[config.mk]
export PLATFORM = sky130hd
export DESIGN_NAME = ipv6_text_address_parser
export DESIGN_NICKNAME = d
export VERILOG_FILES = /design/src/rtl/ipv6tap_pkg.sv /design/src/rtl/ipv6_text_address_parser.sv
export SDC_FILE = /design/constraint.sdc
export NUM_CORES = 1
export LEC_CHECK = 0
export BUFFER_PORTS_ARGS = -buffer_cell sky130_fd_sc_hd__buf_2
export CORE_ASPECT_RATIO = 0.8
export CORE_MARGIN = 1.5
export CORE_UTILIZATION = 30
export CTS_CLUSTER_SIZE = 20
export DETAILED_ROUTE_END_ITERATION = 8
export PLACE_DENSITY = 0.52
export SLEW_MARGIN = 40
export SYNTH_ARGS = -nofsm -noshare
export SYNTH_HDL_FRONTEND = slang
export SYNTH_SLANG_ARGS = --single-unit
[constraint.sdc]
create_clock -name clk -period 6.37 [get_ports clk]
set_clock_uncertainty 0.2 [all_clocks]
set_input_delay 0.3185 -clock clk [delete_from_list [all_inputs] [get_ports clk]]
set_output_delay 0.3185 -clock clk [all_outputs]
set_load 0.03 [all_outputs]
[src/rtl/ipv6tap_pkg.sv]
// ============================================================================
// ipv6tap_pkg
// Types and character constants for the IPv6 text address parser.
// ============================================================================
package ipv6tap_pkg;

  // Parse phase of the running text
  typedef enum logic [2:0] {
    PH_START   = 3'd0,
    PH_PLAIN   = 3'd1,
    PH_BRACKET = 3'd2,
    PH_SKIP    = 3'd3,
    PH_PORT    = 3'd4,
    PH_IGNORE  = 3'd5
  } phase_t;

  localparam int unsigned NUM_GROUPS = 8;

  localparam logic [7:0] CH_COLON   = 8'h3A;  // ':'
  localparam logic [7:0] CH_OPEN    = 8'h5B;  // '['
  localparam logic [7:0] CH_CLOSE   = 8'h5D;  // ']'
  localparam logic [7:0] CH_ZERO    = 8'h30;  // '0'
  localparam logic [7:0] CH_UPPER_A = 8'h41;  // 'A'
  localparam logic [7:0] CH_LOWER_A = 8'h61;  // 'a'

  localparam logic [15:0] HI_BYTE_MASK = 16'hFF00;
  localparam logic [15:0] LO_BYTE_MASK = 16'h00FF;

  // Complete running parse state
  typedef struct packed {
    logic [NUM_GROUPS-1:0][15:0] front;       // front groups, index = group number
    logic [NUM_GROUPS-1:0][15:0] back;        // back groups, newest at top index
    logic [3:0]                  front_count; // saturates at 15
    logic [3:0]                  back_count;  // saturates at 15
    logic [15:0]                 group_accum;
    logic                        in_back_part;
    logic                        prev_was_colon;
    phase_t                      phase;
    logic [15:0]                 port_accum;
  } parse_state_t;

endpackage

[src/rtl/ipv6_text_address_parser.sv]
// ============================================================================
// ipv6_text_address_parser
// Parses IPv6 address text, one character per transfer, into a 128-bit
// address, an optional decimal port and a malformed flag.
// ============================================================================
// One character is taken per clock cycle, continuously, as long as the result
// side keeps up. Each character is held in the input register, is folded into
// the running parse state by a single pass of logic, and on the character
// flagged by s_tlast the finished result is loaded into the output register:
// a last character passes through the input register and then the output
// register before its result is offered.
// The back part of the address is held as a shift line whose newest group
// sits at the bottom of the address, so the final address is a plain OR of
// the front and back group registers. The input stalls only while a result
// waits in the output register and the next registered character is itself
// a last character.
module ipv6_text_address_parser (
  input  logic         clk,
  input  logic         rst,
  // input stream
  input  logic         s_tvalid,
  output logic         s_tready,
  input  logic [7:0]   s_tdata,   // [7:0] character
  input  logic         s_tlast,   // last_char
  // result stream
  output logic         m_tvalid,
  input  logic         m_tready,
  output logic [143:0] m_tdata,   // [63:0] address_high, [127:64] address_low,
                                  // [143:128] port_number
  output logic         m_tuser    // [0] malformed
);

  // Input register
  logic       in_valid;
  logic [7:0] in_char;
  logic       in_last;

  // Running parse state
  ipv6tap_pkg::parse_state_t st;
  ipv6tap_pkg::parse_state_t st_next;
  ipv6tap_pkg::parse_state_t st_reset;

  logic         out_free;
  logic         process;
  logic         bad;
  logic [4:0]   count_sum;
  logic [127:0] address;
  logic [63:0]  addr_hi;
  logic [63:0]  addr_lo;

  // Close the current group into the front or back part
  function automatic ipv6tap_pkg::parse_state_t close_group(
    input ipv6tap_pkg::parse_state_t s
  );
    ipv6tap_pkg::parse_state_t r;
    r = s;
    if (s.in_back_part) begin
      if (s.back_count < 4'd8) begin
        for (int k = 0; k < ipv6tap_pkg::NUM_GROUPS - 1; k++) begin
          r.back[k] = s.back[k+1];
        end
        r.back[ipv6tap_pkg::NUM_GROUPS-1] = s.group_accum;
      end
      if (s.back_count < 4'd15) begin
        r.back_count = s.back_count + 4'd1;
      end
    end else begin
      if (s.front_count < 4'd8) begin
        r.front[s.front_count[2:0]] = s.group_accum;
      end
      if (s.front_count < 4'd15) begin
        r.front_count = s.front_count + 4'd1;
      end
    end
    r.group_accum = 16'd0;
    return r;
  endfunction

  // Feed one address character: colon closes a group, anything else is a digit
  function automatic ipv6tap_pkg::parse_state_t address_char(
    input ipv6tap_pkg::parse_state_t s,
    input logic [7:0]                c
  );
    ipv6tap_pkg::parse_state_t r;
    logic [15:0] a;
    r = s;
    if (c == ipv6tap_pkg::CH_COLON) begin
      if (s.prev_was_colon) begin
        r.in_back_part = 1'b1;
      end
      r = close_group(r);
      r.prev_was_colon = 1'b1;
    end else begin
      a = {s.group_accum[11:0], 4'd0} + {8'd0, c} - {8'd0, ipv6tap_pkg::CH_ZERO};
      if (c >= ipv6tap_pkg::CH_UPPER_A) begin
        a = a - 16'd7;
      end
      if (c >= ipv6tap_pkg::CH_LOWER_A) begin
        a = a - 16'd32;
      end
      r.group_accum    = a;
      r.prev_was_colon = 1'b0;
    end
    return r;
  endfunction

  // Handshake: a registered character advances unless its result has no room
  assign out_free = !m_tvalid || m_tready;
  assign process  = in_valid && (!in_last || out_free);
  assign s_tready = !in_valid || process;

  // Capture the incoming character
  always_ff @(posedge clk) begin
    if (rst) begin
      in_valid <= 1'b0;
    end else if (s_tready) begin
      in_valid <= s_tvalid;
    end
  end

  always_ff @(posedge clk) begin
    if (s_tvalid && s_tready) begin
      in_char <= s_tdata;
      in_last <= s_tlast;
    end
  end

  // Reset value of the parse state
  always_comb begin
    st_reset                = '0;
    st_reset.phase          = ipv6tap_pkg::PH_START;
  end

  // Fold the registered character into the parse state
  always_comb begin
    st_next = st;
    case (st.phase)
      ipv6tap_pkg::PH_START: begin
        if (in_char == ipv6tap_pkg::CH_OPEN) begin
          st_next.phase = ipv6tap_pkg::PH_BRACKET;
        end else if (in_char == ipv6tap_pkg::CH_CLOSE) begin
          st_next       = close_group(st);
          st_next.phase = ipv6tap_pkg::PH_IGNORE;
        end else begin
          st_next       = address_char(st, in_char);
          st_next.phase = ipv6tap_pkg::PH_PLAIN;
        end
      end
      ipv6tap_pkg::PH_PLAIN, ipv6tap_pkg::PH_BRACKET: begin
        if (in_char == ipv6tap_pkg::CH_CLOSE) begin
          st_next       = close_group(st);
          st_next.phase = (st.phase == ipv6tap_pkg::PH_BRACKET) ?
                          ipv6tap_pkg::PH_SKIP : ipv6tap_pkg::PH_IGNORE;
        end else begin
          st_next = address_char(st, in_char);
        end
      end
      ipv6tap_pkg::PH_SKIP: begin
        st_next.phase = ipv6tap_pkg::PH_PORT;
      end
      ipv6tap_pkg::PH_PORT: begin
        st_next.port_accum = {st.port_accum[12:0], 3'd0} + {st.port_accum[14:0], 1'b0}
                           + {8'd0, in_char} - {8'd0, ipv6tap_pkg::CH_ZERO};
      end
      default: begin
        st_next = st;
      end
    endcase
    // Close the trailing group when the text ends inside the address
    if (in_last && (st_next.phase == ipv6tap_pkg::PH_START ||
                    st_next.phase == ipv6tap_pkg::PH_PLAIN ||
                    st_next.phase == ipv6tap_pkg::PH_BRACKET)) begin
      st_next = close_group(st_next);
    end
  end

  // Assemble the address: front and back parts never overlap when well formed
  assign count_sum = {1'b0, st_next.front_count} + {1'b0, st_next.back_count};
  assign bad       = count_sum > 5'd8;

  always_comb begin
    address = '0;
    for (int i = 0; i < ipv6tap_pkg::NUM_GROUPS; i++) begin
      address[127 - 16*i -: 16] =
        ((st_next.front[i] | st_next.back[i]) & ipv6tap_pkg::HI_BYTE_MASK) |
        ((st_next.front[i] | st_next.back[i]) & ipv6tap_pkg::LO_BYTE_MASK);
    end
  end

  assign addr_hi = bad ? 64'd0 : address[127:64];
  assign addr_lo = bad ? 64'd0 : address[63:0];

  // Advance the parse state, back to reset after the last character
  always_ff @(posedge clk) begin
    if (rst) begin
      st <= st_reset;
    end else if (process) begin
      st <= in_last ? st_reset : st_next;
    end
  end

  // Hold the result until the transfer completes
  always_ff @(posedge clk) begin
    if (rst) begin
      m_tvalid <= 1'b0;
    end else if (process && in_last) begin
      m_tvalid <= 1'b1;
    end else if (m_tready) begin
      m_tvalid <= 1'b0;
    end
  end

  always_ff @(posedge clk) begin
    if (process && in_last) begin
      m_tdata <= {st_next.port_accum, addr_lo, addr_hi};
      m_tuser <= bad;
    end
  end

endmodule
**After elaboration in Yosys (flattened, before gate mapping)**

Cells that the tools add are included.

- Logic and storage cells: 165
- Input port bits: 13
- Bits in registers: 457
- Output and inout port bits: 147

- Bitwise operators: 16
- Equality and inequality tests: 9
- Magnitude comparators: 15
- Multiplexer cells: 64
- Reduce and logical (&&, ||, !) cells: 18
- $add $sub $neg: 13

Operators with widths:

| operator | count |
|---|---|
| two-way mux 128 bit | 12 |
| two-way mux 301 bit | 4 |
| case mux 282 bit (2 select lines) | 1 |
| two-way mux 264 bit | 2 |
| two-way mux 282 bit | 1 |
| bitwise mux 128 bit | 2 |
| two-way mux 16 bit | 13 |
| OR 16 bit | 8 |
| OR 16 x 8 -> 16 bit | 8 |
| demux 16 bit (select 3 bit) | 2 |
| subtractor 16 x 6 -> 16 bit, second input constant | 4 |
| two-way mux 4 bit | 12 |
| case mux 16 bit (3 select lines) | 1 |
| adder 16 x 8 -> 16 bit | 2 |
| less-than comparator 4 bit, second input constant | 8 |
| adder 16 bit | 1 |
| adder 4 x 1 -> 4 bit, second input constant | 4 |
| equality test 8 x 7 -> 1 bit, second input constant | 2 |
| greater-or-equal comparator 8 x 7 -> 1 bit, second input constant | 2 |
| subtractor 16 x 3 -> 16 bit, second input constant | 1 |
| two-way mux 1 bit | 11 |
| equality test 3 x 2 -> 1 bit, second input constant | 3 |
| case mux 3 bit (3 select lines) | 1 |
| equality test 8 x 6 -> 1 bit, second input constant | 1 |
| 13 further kinds | 29 |

**Logic depth before layout (Yosys ltp)**

Gate-level depths: netlist (run 1).

- Depth after elaboration: 24
- Mapped depth: 24
- Gate-level depth less buffers: 22

**Worst setup path before layout (run 1)**

OpenSTA, ideal clock, no wires.

- Path kind: reg-to-reg
- Start point: register in_char[0]
- End point: register m_tdata[19], data pin
- Path buffers: 3
- Stages on the path, launching flop included: 24
- Clock period less this slack: 5.134 ns
- Slack: 1.236 ns
- Setup time: 0.266 ns
- Arrival: 4.668 ns
- Required time: 5.904 ns
- Cells stage by stage: edfxtp_1 > inv_1 > ha_1 > nand3b_1 > or3_1 > a21oi_1 > and3_1 > mux2_2 > ha_1 > nand2_1 > o21ai_0 > xnor2_1 > ha_1 > inv_1 > fa_1 > xor2_1 > nand3b_1 > nand2_1 > and3b_1 > clkbuf_1 > inv_2 > clkbuf_1 > clkbuf_1 > nor2_1

- Cells in the longest elaborated chain, start to end: 20
- Elaborated cells between the ends (all ways): 61
- Those cells by class: add/sub (8); order compare (9); eq/ne (5); mux (32); bitwise (2); reduce/logical (5)

Ends and longest elaborated chain:

| element | line | text |
|---|---|---|
| from (decl) | ipv6_text_address_parser.sv:35 | `logic [7:0] in_char;` |
| from (signal assigned) | ipv6_text_address_parser.sv:123 | `in_char <= s_tdata;` |
| adder 16 x 8 -> 16 bit | ipv6_text_address_parser.sv:94 | `a = {s.group_accum[11:0], 4'd0} + {8'd0, c} - {8'd0, ipv6tap_pkg::CH_ZERO};` |
| subtractor 16 x 6 -> 16 bit | ipv6_text_address_parser.sv:94 |  |
| subtractor 16 x 3 -> 16 bit | ipv6_text_address_parser.sv:96 | `a = a - 16'd7;` |
| two-way mux 16 bit | ipv6_text_address_parser.sv:95 | `if (c >= ipv6tap_pkg::CH_UPPER_A) begin` |
| two-way mux 16 bit | ipv6_text_address_parser.sv:87 | `if (c == ipv6tap_pkg::CH_COLON) begin` |
| two-way mux 16 bit | ipv6_text_address_parser.sv:141, ipv6_text_address_parser.sv:150 |  |
| two-way mux 16 bit | ipv6_text_address_parser.sv:139 | `if (in_char == ipv6tap_pkg::CH_OPEN) begin` |
| two-way mux 16 bit | ipv6_text_address_parser.sv:137 | `case (st.phase)` |
| (+4 left out) | n/a |  |
| two-way mux 282 bit | ipv6_text_address_parser.sv:139 |  |
| case mux 282 bit (2 select lines) | ipv6_text_address_parser.sv:137 |  |
| bitwise mux 128 bit | ipv6_text_address_parser.sv:69 | `r.front[s.front_count[2:0]] = s.group_accum;` |
| two-way mux 128 bit | ipv6_text_address_parser.sv:68 | `if (s.front_count < 4'd8) begin` |
| two-way mux 128 bit | ipv6_text_address_parser.sv:57 | `if (s.in_back_part) begin` |
| two-way mux 301 bit (*) | ipv6_text_address_parser.sv:170 | `if (in_last && (st_next.phase == ipv6tap_pkg::PH_START \|\|` |
| OR 16 bit | ipv6_text_address_parser.sv:186 | `((st_next.front[i] \| st_next.back[i]) & ipv6tap_pkg::LO_BYTE_MASK);` |
| OR 16 x 8 -> 16 bit | ipv6_text_address_parser.sv:185 | `((st_next.front[i] \| st_next.back[i]) & ipv6tap_pkg::HI_BYTE_MASK) \|` |
| to (signal assigned) | ipv6_text_address_parser.sv:215 | `m_tdata <= {st_next.port_accum, addr_lo, addr_hi};` |
| to (decl) | ipv6_text_address_parser.sv:28 | `output logic [143:0] m_tdata,` |

Mark *: on every way between the ends. The rest lies on a longest branch, timed or not. The select of a mux whose other input is x is not followed.
A chain may end at the register's enable or synchronous reset.

**Final worst setup path (run 1)**

- Start point: register in_char[1]
- End point: register m_tdata[9], data pin

- Cells in the longest elaborated chain, start to end: 20
- Elaborated cells between the ends (all ways): 61
- Those cells by class: add/sub (8); order compare (9); eq/ne (5); mux (32); bitwise (2); reduce/logical (5)

Ends and longest elaborated chain:

| element | line |
|---|---|
| adder 16 x 8 -> 16 bit | ipv6_text_address_parser.sv:94 |
| subtractor 16 x 6 -> 16 bit | ipv6_text_address_parser.sv:94 |
| subtractor 16 x 3 -> 16 bit | ipv6_text_address_parser.sv:96 |
| two-way mux 16 bit | ipv6_text_address_parser.sv:95 |
| two-way mux 16 bit | ipv6_text_address_parser.sv:87 |
| two-way mux 16 bit | ipv6_text_address_parser.sv:141, ipv6_text_address_parser.sv:150 |
| two-way mux 16 bit | ipv6_text_address_parser.sv:139 |
| two-way mux 16 bit | ipv6_text_address_parser.sv:137 |
| (+4 left out) | n/a |
| two-way mux 282 bit | ipv6_text_address_parser.sv:139 |
| case mux 282 bit (2 select lines) | ipv6_text_address_parser.sv:137 |
| bitwise mux 128 bit | ipv6_text_address_parser.sv:69 |
| two-way mux 128 bit | ipv6_text_address_parser.sv:68 |
| two-way mux 128 bit | ipv6_text_address_parser.sv:57 |
| two-way mux 301 bit (*) | ipv6_text_address_parser.sv:170 |
| OR 16 bit | n/a |
| OR 16 x 8 -> 16 bit | ipv6_text_address_parser.sv:185 |

Marks and branches as above.

==> results of run 1 <==
-- repair_timing --
action                                 in CTS  in global routing
endpoints found under the hold margin      57                  0
resized for setup                           0                  0
hold buffers                               13                  0
-- cells by family (layout without fill, tap and decap cells) --
group | after synthesis | in the layout | synth area share [%]
buf+inv | 317 | 412 | 4.90
xor+xnor | 47 | 47 | 1.77
simple gates | 931 | 931 | 16.2
compound gates | 1056 | 1056 | 27.8
flops | 457 | 457 | 42.9
mux | 68 | 68 | 2.78
fa+ha+maj | 69 | 69 | 3.71
-- layout make-up --
type | instances | area share [%]
clock buffers | 75 | 5.29
repair buffers | 236 | 5.21
clock inverters | 20 | 0.583
flip-flops and latches | 457 | 37.2
well taps | 1104 | 4.81
inverters | 81 | 1.11
multi-input cells | 2171 | 45.8
-- flip-flops by register name (all words and copies together), names as in the netlist --
signal	flops
in_char	8
in_valid	1
st	301
in_last	1
m_tdata	144
m_tuser	1
m_tvalid	1
-- layer usage --
layer | part of all wire (%) | vias up | GRT usage (%)
li1 | - | 10884 | -
met1 | 47 | 11331 | 32.1
met2 | 44 | 874 | 34.1
met3 | 6.9 | 137 | 3.53
met4 | 2.3 | 0 | 5.75
met5 | 0 | - | 0
-- Yosys cell counts, types with 24 or more instances --
| cell type | number | area, um2 |
|---|---|---|
| o21ai_1 | 78 | 390 |
| mux2i_1 | 59 | 591 |
| xnor2_1 | 32 | 280 |
| o211ai_1 | 79 | 593 |
| nand3_1 | 39 | 195 |
| nand2_1 | 277 | 1040 |
| nor2_1 | 425 | 1600 |
| o21ai_0 | 159 | 796 |
| inv_1 | 79 | 297 |
| a22oi_1 | 108 | 811 |
| dfxtp_1 | 303 | 6070 |
| o22ai_1 | 78 | 488 |
| ha_1 | 61 | 763 |
| edfxtp_1 | 154 | 4620 |
| a22o_1 | 25 | 219 |
| a2bb2oi_1 | 53 | 464 |
| o22a_1 | 51 | 447 |
| buf_2 | 24 | 120 |
| a21oi_1 | 262 | 1310 |
| nor3_1 | 73 | 365 |
| clkbuf_1 | 204 | 766 |
-- worst reg2reg max path, stage by stage, from the launching register on --
cell	delay (ns)
edfxtp_1	0.51
inv_1	0.13
ha_1	0.18
nand3_1	0.14
nor3_1	0.43
o2111ai_1	0.34
mux2i_1	0.56
inv_2	0.17
ha_1	0.26
nand3_1	0.07
nand2_1	0.08
xnor2_1	0.22
ha_1	0.20
inv_1	0.06
fa_1	0.45
xor2_1	0.16
nand3b_1	0.08
nand2_1	0.06
and3b_1	0.20
clkinv_2	0.09
buf_12	0.28
nor3_1	0.15
a31o_1	0.19
-- power breakdown --
group / switching [mW] / internal [mW] / total [mW]
combinational: 0.634 / 0.249 / 0.883
clock: 1.34 / 1.73 / 3.07
sequential: 0.0398 / 3.05 / 3.09
total: 2.01 / 5.03 / 7.04
-- final timing paths --
kind / start / end / slack, ns / depth (start not counted)
hold reg to reg: st[236] / st[236] / 0.25 / 2
setup reg to reg: in_char[1] / m_tdata[9] / 0.91 / 22
hold / removal: s_tlast / in_last / 0.23 / 2
setup / recovery: in_char[1] / m_tdata[9] / 0.91 / 22
-- stage by stage --
stage	util, %	hold slack, ns
4_1_cts	34.9	0.204
5_1_grt	35.0	0.221
3_5_place_dp	32.7	0.236
2_1_floorplan	-	0.217
3_3_place_gp	32.6	0.232
6_report	35.0	0.233
==> summary.md, run 1 <==
| Metric | Value |
|---|---|
| Status | `finished clean` |
| # Post-CTS Setup Buffers | `0` |
| HPWL Detailed | `64300 um` |
| Total number of vias | `between 20000 and 25000` |
| Initial antenna violation count | `2` |
| Sink Count | `457` |
| Clock insertion delay at the later pin of the skew report | `0.64 ns` |
| Die area | `between 80000 and 90000 um2` |
| DP Cell Count | `between 4000 and 5000` |
| Peak fanout along the critical path | `65` |
| Ys async rst share | `0%` |
| Number of global-route vias before repair | `roughly 21000` |
| Pwr/cell area | `about 240 nW/um2` |
| Dpl cell area | `about 27000 um2` |
| Mapped Nets | `around 3000` |
| Worst Setup End Kind | `flop` |
| Commonest non-fill, non-tap cell in the layout | `nor2_1` |
| Wire length per cell | `between 20 and 25 um` |
| Most frequent cells in the layout | `nor2_1 (421), dfxtp_1 (303), nand2_1 (271), a21oi_1 (261), buf_2 (160)` |
| IO buf count | `159` |
| Final setup fails | `0` |
| Register area | `10700 um2` |
| Sequential-to-total area share from yosys stat | `a little over two fifths` |
| Period minus WS final | `~5.5 ns` |
| Dpl ws | `between 0.9 and 1 ns` |
| H-tree depth | `2` |
| DR iter-0 viols | `2477` |
| Slowest CP cell | `mux2i_1` |
| First-pass GRT wire length | `approximately 140000 um` |
| Pin count of the biggest net entering global routing | `approximately 140` |
| IO Pins | `160` |
| Routed wire length | `a little under 100000 um` |
| DIE HEIGHT | `between 200 and 300 um` |
| Final hold viol count | `0` |
| Remaining DRCs | `0` |
| Final setup TNS | `0 ns` |
| Synth cell types | `86` |
| Slew Viols, Final | `0` |
| Least-Margin Pin Slew | `between 0.9 and 1 ns` |
| Total GRT Usage | `roughly 22%` |
| FMAX | `approximately 0.18 GHz` |
| # diodes | `0` |
| Area delta synth->final | `15.3%` |
| Number of max-cap violations | `0` |
| Via density per instance | `approximately 5.6` |
| EDFF count, synth | `between 150 and 200` |
| Netlist Area Pre-Place | `~25000 um2` |
| Nets@finish | `3080` |
| Crit start category | `flop` |
| Post-route insts no fill | `about 4100` |
| Leakage | `~10 nW` |
| Die W | `325 um` |
| Top_reg_cell synth | `dfxtp_1` |
| Cell mode on critical path | `ha_1` |
| Worst min path class | `in2reg` |
| Max-slew headroom | `around 37%` |
| Starting density of the core | `a little under a third` |
| Data arrival, critical path | `5.63 ns` |
| Final period util | `85.6%` |
| Multi-input gate area | `about 13000 um2` |
| Critical path's largest stage delay | `between 0.5 and 0.6 ns` |
| Maximum VDD drop | `just over 0.2 mV` |
| Buffers & Inverters on Critical Path | `5` |
| RSZ-0062 raised after global routing | `no` |
| Core area | `82200 um2` |
| Total chip power | `7.04 mW` |
| CP required | `around 6.5 ns` |
| ANT nets after route | `0` |
| Delay-heaviest family, CP | `simple AND/OR/NAND/NOR gates` |
| Yosys warnings | `0` |
| CP Class | `reg2reg` |
| Total gr overflow | `0` |
| GPL Wtd Cong | `roughly 0.9` |
| Clock buffer count from CTS | `51` |
| Layout cells sized above 1 | `12.6%` |
| Site Rows | `94` |
| Worst path cell trace | `inv_1, ha_1, nand3_1, nor3_1, o2111ai_1, mux2i_1, inv_2, ha_1, nand3_1, nand2_1, xnor2_1, ha_1, inv_1, fa_1, xor2_1, nand3b_1, nand2_1, and3b_1, clkinv_2, buf_12, nor3_1, a31o_1` |
| Synth Register Bits | `~460` |
| CTS clk-pin slew, worst paths | `around 0.07 ns` |
| Clk buf depth | `3` |
| Pre-antenna DRT Iters | `6` |
| PnR worst setup slack | `about 0.9 ns` |
| Clock Tree Root | `clkbuf_16` |
| CTS tree | `built` |
| Fin area | `roughly 29000 um2` |
| Syn_area_per_cell | `~8.5 um2` |
| Cells after synthesis | `between 2000 and 3000` |
| Fillers | `about 8500` |
Power figures use the tool's default switching activity.
==> inputs of run 2 (changes only) <==
- ABC_AREA: unset -> 1
==> run 2 against run 1 <==
Compared with the run above: synthesized cell count rose by 34%; wire length grew 28%; flip-flop and latch count unchanged; sequential share of layout area is 3.3 points lower; register-to-register slack lost 0.15 ns; largest cell class unchanged; largest power group is now the clock network; cell area up 9.7%; first-iteration DRC count increased by 57%; clock power grew 10%; cell count is 27% higher; worst setup slack worse by 0.15 ns.
==> summary.md, run 2 <==
| Metric | Value |
|---|---|
| Sequential-to-total area share from yosys stat | `38.9% (-4.0 points)` |
| GPL Wtd Cong | `0.974 (+7.8%)` |
| Status | `finished clean` |
| CP required | `6.67 ns (+0.13 ns)` |
| PnR worst setup slack | `0.761 ns (-0.153 ns)` |
| DR iter-0 viols | `3886 (+57%)` |
| Power share of the combinational group | `13.4% (+0.9 points)` |
| Largest register FFs | `301 (unchanged)` |
| Top flop regs | `st x301, m_tdata x144, in_char x8` |
| Initial antenna violation count | `7 (+5)` |
| Synth cell types | `54 (-37%)` |
| Slowest CP cell | `fa_1` |
| CP Class | `reg2reg` |
| Sw frac | `29.9% (+1.3 points)` |
| Cell mode on critical path | `inv_1` |
| Peak fanout along the critical path | `45 (-31%)` |
| Wire length per cell | `23.5 um (+0.79%)` |
| CTS clk-pin slew, worst paths | `0.07 ns (about the same)` |
| Worst min path class | `in2reg` |
| Max-slew headroom | `35.4% (-1.4 points)` |
| IO Pins | `160 (unchanged)` |
| Mapped Nets | `4023 (+33%)` |
| Net load switching power | `2.23 mW (+11%)` |
| Crit start category | `flop` |
| Pwr/cell area | `237 nW/um2 (-3.3%)` |
| Layout cells sized above 1 | `10.3% (-2.3 points)` |
| Fillers | `9745 (+14%)` |
| Dpl ws | `0.810 ns (-0.146 ns)` |
| Synth area leader | `dfxtp_1` |
| IO buf count | `159 (unchanged)` |
| Post-Synth Adder-Cell Area | `3.36% (-0.35 points)` |
| Most common cell in the synthesized netlist | `nand2_1` |
| Total number of vias | `28851 (+24%)` |
| Critical path's largest stage delay | `0.45 ns (-0.11 ns)` |
| Yosys warnings | `0 (unchanged)` |
| Final hold viol count | `0 (unchanged)` |
| CTS tree | `built` |
| Pre-antenna DRT Iters | `7 (+1)` |
| Sink Count | `457 (unchanged)` |
| Top post-synthesis cells by area | `dfxtp_1 (22%), edfxtp_1 (17%), nand2_1 (15%)` |
| Die area | `93500 um2 (+10%)` |
| Slew Viols, Final | `0 (unchanged)` |
| Commonest cells in the netlist | `nand2_1 (1109), inv_1 (380), a21oi_1 (378)` |
| Top-area cell type share of the netlist area | `22.1% (-2.3 points)` |
| HPWL Detailed | `82400 um (+28%)` |
| Final period util | `88.0% (+2.4 points)` |
| Clk pwr share | `45.2% (+1.6 points)` |
| Maximum VDD drop | `0.210 mV (+1.9%)` |
| Most frequent cells in the layout | `nand2_1 (1106), a21oi_1 (378), inv_1 (377), o21ai_0 (334), dfxtp_1 (302)` |
| Area delta synth->final | `14.6%` |
| Synth Register Bits | `457 (unchanged)` |
| Least-Margin Pin Slew | `0.969 ns (+0.0210 ns)` |
| Clk buf depth | `3 (unchanged)` |
| Commonest non-fill, non-tap cell in the layout | `nand2_1` |
| Netlist Area Pre-Place | `27500 um2 (+10%)` |
| Core area | `91000 um2 (+11%)` |
| Top_reg_cell synth | `dfxtp_1` |
| Register area | `10700 um2 (about the same)` |
| Cells after synthesis | `3941 (+34%)` |
| Remaining DRCs | `0 (unchanged)` |
| H-tree depth | `2 (unchanged)` |
| Multiplexer area fraction after synthesis | `0.109% (-2.7 points)` |
| Multi-input gate area | `14200 um2 (+8.0%)` |
| DIE HEIGHT | `274 um (+5.0%)` |
| Sequential power share | `41.4% (-2.5 points)` |
| Clock Tree Root | `clkbuf_16` |
| First-pass GRT wire length | `179000 um (+24%)` |
| Die W | `342 um (+5.0%)` |
| Total GRT Usage | `25.6% (+3.4 points)` |
| Synth Area in Compound Gates | `24.1% (-3.6 points)` |
| Period minus WS final | `5.61 ns (+0.153 ns)` |
| Final setup TNS | `0 ns (unchanged)` |
| Leakage | `12.5 nW (+21%)` |
| Largest family of logic cells by synthesized area | `compound AO/OA/AOI/OAI gates` |
| Final setup fails | `0 (unchanged)` |
| Via density per instance | `5.50 (-1.9%)` |
| Internal | `5.24 mW (+4.1%)` |
| Syn_area_per_cell | `6.98 um2 (-18%)` |
| Simple logic cell fraction of the synthesized area | `23.0% (+6.8 points)` |
| Worst Setup End Kind | `flop` |
| FMAX | `0.178 GHz (-2.7%)` |
| EDFF count, synth | `154 (unchanged)` |
| Pin count of the biggest net entering global routing | `153 (+13%)` |
| Site Rows | `99 (+5.3%)` |
| Total gr overflow | `0 (unchanged)` |
| Data arrival, critical path | `5.91 ns (+0.28 ns)` |
| Number of global-route vias before repair | `25412 (+19%)` |
| Number of max-cap violations | `0 (unchanged)` |
| Clock insertion delay at the later pin of the skew report | `0.65 ns (about the same)` |
| Ys async rst share | `0% (unchanged)` |
| Clock buffer count from CTS | `54 (+5.9%)` |
| Routed wire length | `124000 um (+28%)` |
| RSZ-0062 raised after global routing | `no` |
| ANT nets after route | `0 (unchanged)` |
| Starting density of the core | `30.2% (-0.10 points)` |
| XOR/XNOR Fraction of Synth Area | `0.892% (-0.88 points)` |
| Nets@finish | `4069 (+32%)` |
| Largest Register | `st` |
[run 2: repair_timing]
action                     CTS  global route
hold buffers                14             0
gates resized for setup      0             0
setup endpoints to repair    0             0
setup buffers                0             0
hold endpoints to repair    12             0
[run 2: area by class of cell]
type                            count  area share [%]
Multi-Input combinational cell   2815            45.1
Sequential cell                   457            33.9
Timing Repair Buffer              246            5.27
Inverter                          413            4.97
Tap cell                         1212            4.81
Clock buffer                       65            4.65
Clock inverter                     37            1.26
Antenna cell                        2          0.0159
[run 2: final timing paths]
| kind | from | to | slack (ns) | cells after the start |
|---|---|---|---|---|
| max | in_char[1] | m_tdata[6] | 0.76 | 28 |
| min reg2reg | st[234] | st[234] | 0.27 | 2 |
| min | s_tlast | in_last | 0.21 | 2 |
| max reg2reg | in_char[1] | m_tdata[6] | 0.76 | 28 |
[run 2: critical path: cells and delay by family, from the launching register on]
family / cells / cell delay, ns
buffers and inverters: 9 / 1.55
AO/OA/AOI/OAI: 4 / 0.61
flip-flops: 1 / 0.43
AND/OR/NAND/NOR: 9 / 1.17
XOR/XNOR: 2 / 0.36
adder cells (fa/ha/maj): 4 / 1.09
[run 2: power groups by stage]
stage / sequential, mW / combinational, mW / clock (mW)
finish: 3.10 / 0.998 / 3.38
CTS: 3.10 / 0.965 / 3.40
global route: 3.10 / 1.04 / 3.51
global placement: 3.16 / 0.953 / 0
floorplan: 3.20 / 0.457 / 0
detailed placement: 3.16 / 0.955 / 0
[run 2: per-layer routing]
metal | part of all wire [%] | wire length [um] | global-route usage (%) | up-vias
met2 | 41 | 50100 | 36.2 | 1585
li1 | - | - | - | 13350
met4 | 3.3 | 4080 | 8.57 | 2
met1 | 45 | 55500 | 38.0 | 13697
met3 | 11 | 13800 | 5.53 | 217
met5 | 0.011 | 13 | 0 | -
[run 2: logic make-up after synthesis]
logic type,count (synthesis)
xor gates and xnor gates,28
buffers and inverters,669
DFF,457
muxes,3
adders and majority gates,69
and+or+nand+nor,1557
AOI/OAI and AO/OA,1158
[run 2: stage by stage]
step / hold WS (ns) / cell area [um2] / std cells / power [mW] / utilization [%]
final: 0.207 / 31500 / 5247 / 7.47 / 34.6
after global routing: 0.188 / 31500 / 5245 / 7.65 / 34.6
after CTS: 0.163 / 31500 / 5244 / 7.46 / 34.6
after detailed placement: 0.256 / 29500 / 5128 / 4.11 / 32.4
after global placement: 0.251 / 29400 / 5127 / 4.11 / 32.3
after floorplan: 0.217 / 27500 / 3941 / 3.66 / -
